`src/sv/uclp_pkg.sv`:
```
// Shared types, character codes and a command decode helper for the command line parser.
package uclp_pkg;

  localparam int unsigned MaxFieldsDefault = 25;

  localparam int unsigned ByteW  = 8;
  localparam int unsigned CmdW   = 4;
  localparam int unsigned FieldW = 5;
  localparam int unsigned ValueW = 16;

  localparam logic [ByteW-1:0] CharCr    = 8'h0D;
  localparam logic [ByteW-1:0] CharLf    = 8'h0A;
  localparam logic [ByteW-1:0] CharSp    = 8'h20;
  localparam logic [ByteW-1:0] CharTab   = 8'h09;
  localparam logic [ByteW-1:0] CharVt    = 8'h0B;
  localparam logic [ByteW-1:0] CharFf    = 8'h0C;
  localparam logic [ByteW-1:0] CharPlus  = 8'h2B;
  localparam logic [ByteW-1:0] CharMinus = 8'h2D;
  localparam logic [ByteW-1:0] CharZero  = 8'h30;
  localparam logic [ByteW-1:0] CharNine  = 8'h39;

  typedef enum logic [1:0] {
    EV_FIELD    = 2'd0,
    EV_LINE_ERR = 2'd1,
    EV_BOOT     = 2'd2
  } ev_kind_e;

  typedef enum logic [CmdW-1:0] {
    CMD_T = 4'd0,
    CMD_C = 4'd1,
    CMD_M = 4'd2,
    CMD_D = 4'd3,
    CMD_S = 4'd4,
    CMD_G = 4'd5,
    CMD_W = 4'd6,
    CMD_K = 4'd7,
    CMD_P = 4'd8
  } cmd_e;

  // atol-style converter phase, one-hot
  typedef enum logic [3:0] {
    PH_START  = 4'b0001,
    PH_SIGN   = 4'b0010,
    PH_DIGITS = 4'b0100,
    PH_STOP   = 4'b1000
  } phase_e;

  typedef struct packed {
    logic hit;
    cmd_e code;
  } cmd_dec_t;

  function automatic cmd_dec_t decode_cmd(input logic [ByteW-1:0] c);
    cmd_dec_t r;
    r.hit  = 1'b1;
    r.code = CMD_T;
    unique case (c)
      8'h74:   r.code = CMD_T;  // t
      8'h63:   r.code = CMD_C;  // c
      8'h6D:   r.code = CMD_M;  // m
      8'h64:   r.code = CMD_D;  // d
      8'h73:   r.code = CMD_S;  // s
      8'h67:   r.code = CMD_G;  // g
      8'h77:   r.code = CMD_W;  // w
      8'h6B:   r.code = CMD_K;  // k
      8'h70:   r.code = CMD_P;  // p
      default: r.hit  = 1'b0;
    endcase
    return r;
  endfunction

endpackage

```
`src/sv/uart_command_line_parser_core.sv`:
```
// Serial command line parser: command detection, field conversion, result register.
//
// Takes one received character per transaction and produces at most one result
// transaction per character. Idle: a command letter (t c m d s g w k p) followed
// by a space opens a line without output; "0 " reports a bootloader jump request;
// a CR not preceded by LF or an LF not preceded by CR reports a line error. In a
// line, each character other than space/CR/LF feeds an atol-style converter
// (leading TAB/VT/FF skipped, optional sign, digits until the first non-digit,
// 16-bit wrap). Space, CR or LF reports the field with its position; CR/LF also
// flags line_done and returns to idle. Fields at or beyond MaxFields report value
// 0 with field_dropped set; the field number saturates at 31.
// Timing: a character is held in the input register, the decode and the
// multiply-by-ten accumulate run combinationally on it, and the result lands in the
// output register, and a character is taken every cycle. The
// input side only waits when the output register still holds an untaken result
// and the pending character would produce another one.
module uart_command_line_parser_core #(
  parameter int unsigned MaxFields = uclp_pkg::MaxFieldsDefault
) (
  input  logic                              clk_i,
  input  logic                              rst_ni,
  input  logic                              in_valid_i,
  output logic                              in_ready_o,
  input  logic [uclp_pkg::ByteW-1:0]        rx_byte_i,
  output logic                              out_valid_o,
  input  logic                              out_ready_i,
  output logic [1:0]                        event_kind_o,
  output logic [uclp_pkg::CmdW-1:0]         command_code_o,
  output logic [uclp_pkg::FieldW-1:0]       field_number_o,
  output logic signed [uclp_pkg::ValueW-1:0] field_value_o,
  output logic                              field_dropped_o,
  output logic                              line_done_o
);

  localparam logic [uclp_pkg::FieldW-1:0] MaxFieldsW = uclp_pkg::FieldW'(MaxFields);
  localparam logic [uclp_pkg::FieldW-1:0] CountSat   = '1;

  // input register
  logic                      s1_valid_q;
  logic [uclp_pkg::ByteW-1:0] byte_q;

  // parser state
  logic                        in_line_q, in_line_d;
  logic [uclp_pkg::ByteW-1:0]  prev_q;
  uclp_pkg::cmd_e              cmd_q, cmd_d;
  logic [uclp_pkg::FieldW-1:0] count_q, count_d;
  logic [uclp_pkg::ValueW-1:0] acc_q, acc_d;
  logic                        neg_q, neg_d;
  uclp_pkg::phase_e            phase_q, phase_d;

  // result register
  logic                        out_valid_q;
  uclp_pkg::ev_kind_e          kind_q, kind_d;
  uclp_pkg::cmd_e              rcmd_q;
  logic [uclp_pkg::FieldW-1:0] num_q, num_d;
  logic [uclp_pkg::ValueW-1:0] val_q, val_d;
  logic                        drop_q, drop_d;
  logic                        done_q, done_d;

  logic                        emit;
  logic                        advance;
  logic                        is_digit;
  logic                        is_blank;
  logic                        is_term;
  logic [uclp_pkg::ValueW-1:0] digit_val;
  logic [uclp_pkg::ValueW-1:0] acc_x10;
  logic [uclp_pkg::ValueW-1:0] signed_val;
  uclp_pkg::cmd_dec_t          prev_cmd;

  assign is_digit  = (byte_q >= uclp_pkg::CharZero) && (byte_q <= uclp_pkg::CharNine);
  assign is_blank  = (byte_q == uclp_pkg::CharTab) || (byte_q == uclp_pkg::CharVt) ||
                     (byte_q == uclp_pkg::CharFf);
  assign is_term   = (byte_q == uclp_pkg::CharSp) || (byte_q == uclp_pkg::CharCr) ||
                     (byte_q == uclp_pkg::CharLf);
  assign digit_val = {{(uclp_pkg::ValueW-uclp_pkg::ByteW){1'b0}},
                      byte_q - uclp_pkg::CharZero};
  // x10 as shift-and-add, wraps to 16 bits like the reference cast
  assign acc_x10    = {acc_q[uclp_pkg::ValueW-4:0], 3'b000} +
                      {acc_q[uclp_pkg::ValueW-2:0], 1'b0};
  assign signed_val = neg_q ? (uclp_pkg::ValueW'(0) - acc_q) : acc_q;
  assign prev_cmd   = uclp_pkg::decode_cmd(prev_q);

  always_comb begin
    emit      = 1'b0;
    in_line_d = in_line_q;
    cmd_d     = cmd_q;
    count_d   = count_q;
    acc_d     = acc_q;
    neg_d     = neg_q;
    phase_d   = phase_q;
    kind_d    = uclp_pkg::EV_FIELD;
    num_d     = '0;
    val_d     = '0;
    drop_d    = 1'b0;
    done_d    = 1'b0;

    if (!in_line_q) begin
      count_d = '0;
      if (byte_q == uclp_pkg::CharCr) begin
        if (prev_q != uclp_pkg::CharLf) begin
          emit   = 1'b1;
          kind_d = uclp_pkg::EV_LINE_ERR;
        end
      end else if (byte_q == uclp_pkg::CharLf) begin
        if (prev_q != uclp_pkg::CharCr) begin
          emit   = 1'b1;
          kind_d = uclp_pkg::EV_LINE_ERR;
        end
      end else if (byte_q == uclp_pkg::CharSp) begin
        if (prev_q == uclp_pkg::CharZero) begin
          emit   = 1'b1;
          kind_d = uclp_pkg::EV_BOOT;
        end else if (prev_cmd.hit) begin
          cmd_d     = prev_cmd.code;
          in_line_d = 1'b1;
          acc_d     = '0;
          neg_d     = 1'b0;
          phase_d   = uclp_pkg::PH_START;
        end
      end
    end else if (!is_term) begin
      unique case (phase_q) inside
        uclp_pkg::PH_START: begin
          if (is_blank) begin
            phase_d = uclp_pkg::PH_START;
          end else if ((byte_q == uclp_pkg::CharPlus) || (byte_q == uclp_pkg::CharMinus)) begin
            neg_d   = (byte_q == uclp_pkg::CharMinus);
            phase_d = uclp_pkg::PH_SIGN;
          end else if (is_digit) begin
            acc_d   = digit_val;
            phase_d = uclp_pkg::PH_DIGITS;
          end else begin
            phase_d = uclp_pkg::PH_STOP;
          end
        end
        uclp_pkg::PH_SIGN, uclp_pkg::PH_DIGITS: begin
          if (is_digit) begin
            acc_d   = acc_x10 + digit_val;
            phase_d = uclp_pkg::PH_DIGITS;
          end else begin
            phase_d = uclp_pkg::PH_STOP;
          end
        end
        default: phase_d = phase_q;
      endcase
    end else begin
      // field terminator: report, then reset the converter
      emit    = 1'b1;
      kind_d  = uclp_pkg::EV_FIELD;
      num_d   = count_q;
      drop_d  = (count_q >= MaxFieldsW);
      val_d   = drop_d ? '0 : signed_val;
      done_d  = (byte_q != uclp_pkg::CharSp);
      count_d = (count_q != CountSat) ? count_q + 1'b1 : count_q;
      acc_d   = '0;
      neg_d   = 1'b0;
      phase_d = uclp_pkg::PH_START;
      if (done_d) begin
        in_line_d = 1'b0;
        count_d   = '0;
      end
    end
  end

  // a character that yields nothing can pass even with the result register full
  assign advance    = s1_valid_q && (!emit || !out_valid_q || out_ready_i);
  assign in_ready_o = !s1_valid_q || advance;

  always_ff @(posedge clk_i or negedge rst_ni) begin
    if (!rst_ni) begin
      s1_valid_q  <= 1'b0;
      out_valid_q <= 1'b0;
      in_line_q   <= 1'b0;
      prev_q      <= '0;
      cmd_q       <= uclp_pkg::CMD_T;
      count_q     <= '0;
      acc_q       <= '0;
      neg_q       <= 1'b0;
      phase_q     <= uclp_pkg::PH_START;
    end else begin
      if (in_ready_o) begin
        s1_valid_q <= in_valid_i;
      end
      if (advance) begin
        in_line_q <= in_line_d;
        prev_q    <= byte_q;
        cmd_q     <= cmd_d;
        count_q   <= count_d;
        acc_q     <= acc_d;
        neg_q     <= neg_d;
        phase_q   <= phase_d;
      end
      if (advance && emit) begin
        out_valid_q <= 1'b1;
      end else if (out_ready_i) begin
        out_valid_q <= 1'b0;
      end
    end
  end

  always_ff @(posedge clk_i) begin
    if (in_valid_i && in_ready_o) begin
      byte_q <= rx_byte_i;
    end
    if (advance && emit) begin
      kind_q <= kind_d;
      rcmd_q <= cmd_q;
      num_q  <= num_d;
      val_q  <= val_d;
      drop_q <= drop_d;
      done_q <= done_d;
    end
  end

  assign out_valid_o     = out_valid_q;
  assign event_kind_o    = kind_q;
  assign command_code_o  = rcmd_q;
  assign field_number_o  = num_q;
  assign field_value_o   = val_q;
  assign field_dropped_o = drop_q;
  assign line_done_o     = done_q;

  // checks
  a_phase_onehot: assert property (@(posedge clk_i) disable iff (!rst_ni)
    $onehot(phase_q))
    else $error("converter phase not one-hot");

  a_non_field_clean: assert property (@(posedge clk_i) disable iff (!rst_ni)
    out_valid_o && (event_kind_o != uclp_pkg::EV_FIELD) |->
      (field_number_o == '0) && (field_value_o == '0) && !field_dropped_o && !line_done_o)
    else $error("non-field result carries field data");

  a_drop_zero: assert property (@(posedge clk_i) disable iff (!rst_ni)
    out_valid_o && field_dropped_o |-> (field_value_o == '0) &&
      (field_number_o >= MaxFieldsW))
    else $error("dropped field has a value or low number");

  a_done_idle: assert property (@(posedge clk_i) disable iff (!rst_ni)
    advance && emit && done_d |=> !in_line_q && (count_q == '0))
    else $error("line end did not return to idle");

  a_emit_needs_room: assert property (@(posedge clk_i) disable iff (!rst_ni)
    advance && emit |-> !out_valid_q || out_ready_i)
    else $error("result register overwritten");

endmodule
```
`config.mk`:
```
export PLATFORM = sky130hd
export DESIGN_NAME = uart_command_line_parser_core
export DESIGN_NICKNAME = d
export VERILOG_FILES = /design/src/sv/uclp_pkg.sv /design/src/sv/uart_command_line_parser_core.sv
export SDC_FILE = /design/constraint.sdc
export NUM_CORES = 1
export LEC_CHECK = 0
export BUFFER_PORTS_ARGS = -buffer_cell sky130_fd_sc_hd__buf_2
export CORE_ASPECT_RATIO = 0.5
export CORE_MARGIN = 4
export CORE_UTILIZATION = 50
export CTS_BUF_LIST = sky130_fd_sc_hd__clkbuf_4
export CTS_CLUSTER_DIAMETER = 50
export DETAILED_ROUTE_END_ITERATION = 8
export PLACE_DENSITY_LB_ADDON = 0.25
export RECOVER_POWER = 50
export SETUP_SLACK_MARGIN = 0.4
export SYNTH_ARGS = -nofsm -noshare
export SYNTH_HDL_FRONTEND = slang
export SYNTH_SLANG_ARGS = --single-unit
```
`constraint.sdc`:
```
create_clock -name clk_i -period 5.48 [get_ports clk_i]
set_input_delay 0.822 -clock clk_i [delete_from_list [all_inputs] [get_ports clk_i]]
set_output_delay 0.822 -clock clk_i [all_outputs]
set_load 0.1 [all_outputs]
```
# Yosys cells after proc, flatten, opt, wreduce, memory -nomap -nowiden
# Cells that the tools add are included.
[totals]
reg_bits = 78
[classes]
addsub = 5
n_lt_le_gt_ge = 3
eq_ne = 38
muxes = 64
n_bitwise = 5
reduce_logical = 27
[ops]
columns = ["operator", "count"]
rows = [
  ["16-bit 2-to-1 mux", 12],
  ["8-bit by 7-bit equality test with 1-bit output, second input constant", 9],
  ["8-bit by 4-bit equality test with 1-bit output, second input constant", 5],
  ["4-bit 2-to-1 mux", 10],
  ["8-bit by 6-bit equality test with 1-bit output, second input constant", 4],
  ["16-bit case mux with 2 select lines", 1],
  ["4-bit case mux with 8 select lines", 1],
  ["1-bit 2-to-1 mux", 31],
  ["5-bit 2-to-1 mux", 4],
  ["16-bit adder", 1],
  ["16-bit by 8-bit adder with 16-bit output", 1],
  ["4-bit inequality test, second input constant", 4],
  ["8-bit by 4-bit inequality test with 1-bit output, second input constant", 2],
  ["1-bit by 16-bit subtractor with 16-bit output, first input constant", 1],
  ["7-bit AND reduction", 2],
  ["11-bit AND reduction", 1],
  ["3-bit by 1-bit inequality test with 1-bit output, second input constant", 3],
  ["9-bit AND reduction", 1],
  ["9-bit OR reduction", 1],
  ["8-bit by 6-bit greater-or-equal comparator with 1-bit output, second input constant", 1],
  ["8-bit by 6-bit <= comparator with 1-bit output, second input constant", 1],
  ["1-bit logical OR", 8],
  ["2-bit 2-to-1 mux", 4],
  ["8-bit by 6-bit inequality test with 1-bit output, second input constant", 1],
  ["20 further kinds", 33],
]

# Logic depth before layout (Yosys ltp)
[depth]
depth_word = 12
mapped_depth = 11
mapped_depth_nobuf = 11

# Worst setup path before layout
# Ideal clock, no wire load.
[synth_path]
path_type = "reg2out"
start = "reg byte_q[2] in the netlist's numbering"
end = "out in_ready_o"
arrival_time_ps = 2402
slack_ps = 2256
stages_incl_launch_ff = 7
path_buffers = 1
path_cell_list = "edfxtp_1 buf_2 and3b_1 o2111a_1 o21a_1 or3_1 nand3_1"
[synth_between]
elab_chain_cells = 10
elab_cells_between_ends = 15
cone_classes = "eq/ne (3); mux (5); reduce/logical (7)"
[synth_lines]
columns = ["element", "line_no", "source"]
rows = [
  ["start, declared", "uart_command_line_parser_core.sv:40", "logic [uclp_pkg::ByteW-1:0] byte_q;"],
  ["start signal, assigned", "uart_command_line_parser_core.sv:203", "byte_q <= rx_byte_i;"],
  ["8-bit by 6-bit equality test with 1-bit output or 8-bit by 4-bit equality test with 1-bit output (tied branches)", "uart_command_line_parser_core.sv:73, uart_command_line_parser_core.sv:109, uart_command_line_parser_core.sv:99", ""],
  ["1-bit 2-to-1 mux or 1-bit logical OR (tied branches)", "uart_command_line_parser_core.sv:109, uart_command_line_parser_core.sv:73", ""],
  ["1-bit 2-to-1 mux or 1-bit logical OR (tied branches)", "uart_command_line_parser_core.sv:104, uart_command_line_parser_core.sv:73", ""],
  ["1-bit 2-to-1 mux, on equally long branches", "uart_command_line_parser_core.sv:99, uart_command_line_parser_core.sv:121", ""],
  ["1-bit 2-to-1 mux (*)", "uart_command_line_parser_core.sv:97", "if (!in_line_q) begin"],
  ["1-bit zero test (*)", "uart_command_line_parser_core.sv:166", "assign advance = s1_valid_q && (!emit || !out_valid_q || out_ready_i);"],
  ["1-bit logical OR (*) (2 in a row)", "uart_command_line_parser_core.sv:166", ""],
  ["1-bit logical AND (*)", "uart_command_line_parser_core.sv:166", ""],
  ["1-bit logical OR (*)", "uart_command_line_parser_core.sv:167", "assign in_ready_o = !s1_valid_q || advance;"],
  ["end, declared", "uart_command_line_parser_core.sv:23", "output logic in_ready_o,"],
]
# Mark *: on every way between the ends. The rest lies on a longest branch, timed or not.

# Final worst setup path
[layout_path]
start = "reg byte_q[6] in the netlist's numbering"
end = "out in_ready_o"
# The elaborated chain is that of the path after synthesis.

==> run summary <==
Gpl congestion - 0.7933
Final wirelength - 9.130 mm
Initial core utilization - 0.5190
Total track usage - 0.1841
Grt ovf - 0
Htree depth - 3
Clk root buf - clkbuf_4
Tmin final - 3.701 ns
Main synth FF type - dfrtp_1
Register area share after synthesis - 0.4667
Peak supply drop - 0.09743 mV
Failing checks - capacitance limit, slew limit
TritonCTS clock tree - yes
Most frequent cell after synthesis - nand2_1
Die height - 75.69 um
Asr flop ratio synth - 0.5256
Final cell count without fillers - 594
P&R area growth vs syn - 8.738%
DP HPWL - 6.770 mm
Worst min path class - reg -> reg
Post-Synth Adder-Cell Area - 0.1054
Setup violations, final - 0
Largest cells by area after synthesis - edfxtp_1 24%, dfrtp_1 22%, ha_1 7.9%
Leakage Power - 2.039 nW
Synth Area in Simple Gates - 0.1630
Storage cell area - 2138 sq um
Crit start category - flop
Unrepaired setup endpoints after global routing - false
Post-Syn Instances - 428
Synth cell count leaders - 41 x nand2_1, 40 x dfrtp_1, 37 x edfxtp_1, 35 x nor2_1, 29 x ha_1
Critical Path RT - 4.66 ns
Pin count of the biggest net entering global routing - 42
Antenna-violating nets left - 0
Max cap viols - 1
Layout cells sized above 1 - 0.08686
Slew Limit Fails - 42
Top Ports - 43
Full die area - 10850 sq um
DRC - 0
Outcome - finished with violations
Area of the multi-input gates - 2321 sq um
Post-CTS Setup Inserts - 0
Port bufs - 42
Cells after DPL - 573
Initial antenna violation count - 1
Crit path cell chain - nor2_1 > o2111ai_1 > a311oi_1 > or3_1 > nand3_1 > buf_2
CTS sink cnt - 78
Post-synthesis xor/xnor area fraction - 0.05926
Pin slew with the least headroom to its limit - 2.312 ns
Vias - 3364
Clk_lat worst skew - 0.42 ns
Critical path's slowest cell - a311oi_1
R2R depth - 10
First-pass GRT wire length - 15.48 mm
Avg Vias per Cell - 5.663
Post-synthesis compound-gate area fraction - 0.1398
Maximum clock frequency - 270.2 MHz
Avg Inst Size Synth - 10.71 sq um
Yosys top cell area share - 0.2425
CP top delay family - compound AO/OA/AOI/OAI gates
End of the worst hold path - command_code_o[1]
Largest family of logic cells by synthesized area - simple AND/OR/NAND/NOR gates
Critical Path AT - 2.88 ns
YS warnings - 0
Cts repair resizes - 0
Clock Pin Slew Worst Setup and Hold Paths - 0.11 ns
Row cnt - 24
Vias in the first global route - 3063
Post-CTS Hold Buffers - 0
Post-Syn Area - 4582 sq um
Clock Path Buffers - 2
Crit path buf inv count - 1
EDFF count, synth - 37
Core area - 8828 sq um
Biggest cell delay along the critical path - 0.60 ns
Critical Path Fanout Max - 8
Initial drt markers - 205
Setup TNS - 0 ns
Worst flop-to-flop path endpoint - acc_q[12]
Worst Setup End Kind - output port
Die W - 143.4 um
Clock skew - 0.01242 ns
CTS Buf Count - 9
WHS - 0.4656 ns
Hold wc startpoint - cmd_q[1]
Cell depth of the worst hold path - 0
Synth Net Count - 475
Mux contribution to synthesized area - 0.04042
# fillers - 805
Fin crit share - 0.6753
FF-to-FF setup slack - 2.29 ns
Reg2reg start - byte_q[4]
Post-synthesis cell type count - 56
Routed length per instance - 15.37 um
Yosys top cell by area - edfxtp_1
CP Class - reg -> out
Final Hold Vio Count - 0
DRT Pass-1 Iters - 5
Max-Slew Margin vs Limit - -0.5415
# nets final - 514
PD cells - 215.9 nW/um^2
Crit path from - byte_q[6]
Seq cells post-synth - 78
## routing by layer
metal / global-route usage / wire length, um
met3: 0.05141 / 421
met1: 0.2556 / 4313
met2: 0.2938 / 4348
met5: 0 / 0
met4: 0.04071 / 47
## worst max path at each step
stage | cells past startpoint | slack [ns] | endpoint
final | 6 | 1.78 | in_ready_o
after global routing | 6 | 1.50 | in_ready_o
after CTS | 6 | 1.81 | in_ready_o
after detailed placement | 6 | 2.32 | in_ready_o
after global placement | 6 | 2.36 | in_ready_o
after floorplan | 6 | 2.26 | in_ready_o
## cell families after synthesis
| kind of cell | count (synthesis) |
|---|---|
| simple gates | 148 |
| xor+xnor | 31 |
| buf+inv | 28 |
| compound gates | 91 |
| mux | 17 |
| flops | 78 |
| fa+ha+maj | 35 |
## layout make-up
type	count	share of cell area
Clock inverter	5	0.01005
Timing Repair Buffer	44	0.03742
Antenna cell	5	0.002511
Tap cell	117	0.02938
Multi-Input combinational cell	322	0.4658
Sequential cell	78	0.4292
Clock buffer	11	0.01657
Inverter	12	0.009041
## where the power goes
group	switching (W)	internal [W]	total, W
Combinational	0.0000496	0.0000360	0.0000856
Clock	0.000195	0.000146	0.000341
Sequential	0.0000243	0.000625	0.000649
## stage by stage
step | setup slack (ns) | power, W | util | area [sq um]
6_report | 1.779 | 0.001076 | 0.5643 | 4982
5_1_grt | 1.498 | 0.001130 | 0.5643 | 4982
4_1_cts | 1.809 | 0.001089 | 0.5680 | 5015
3_5_place_dp | 2.315 | 0.0007483 | 0.5530 | 4882
3_3_place_gp | 2.359 | 0.0007463 | 0.5530 | 4882
2_1_floorplan | 2.256 | 0.0007200 | - | 4582
## state kept, by name, summed over array words and instances (netlist names), 2 cells and up
name,flops
phase_q,4
acc_q,16
event_kind_o,2
cmd_q,4
prev_q,8
field_number_o,5
byte_q,8
command_code_o,4
count_q,5
field_value_o,16
## layout by cell type, fill, tap and decap left out, drive strengths merged, types with 12 or more instances in the layout
cell type	netlist	routed
nand2	42	42
o21ai	22	22
o31ai	24	24
clkbuf	8	42
nor2	35	35
mux2	12	12
nor3	15	15
xor2	18	18
dfrtp	40	40
xnor2	13	13
buf	8	13
inv	12	12
edfxtp	37	37
a21oi	17	17
ha	29	29
No activity file was read; power rests on OpenSTA's default activity.
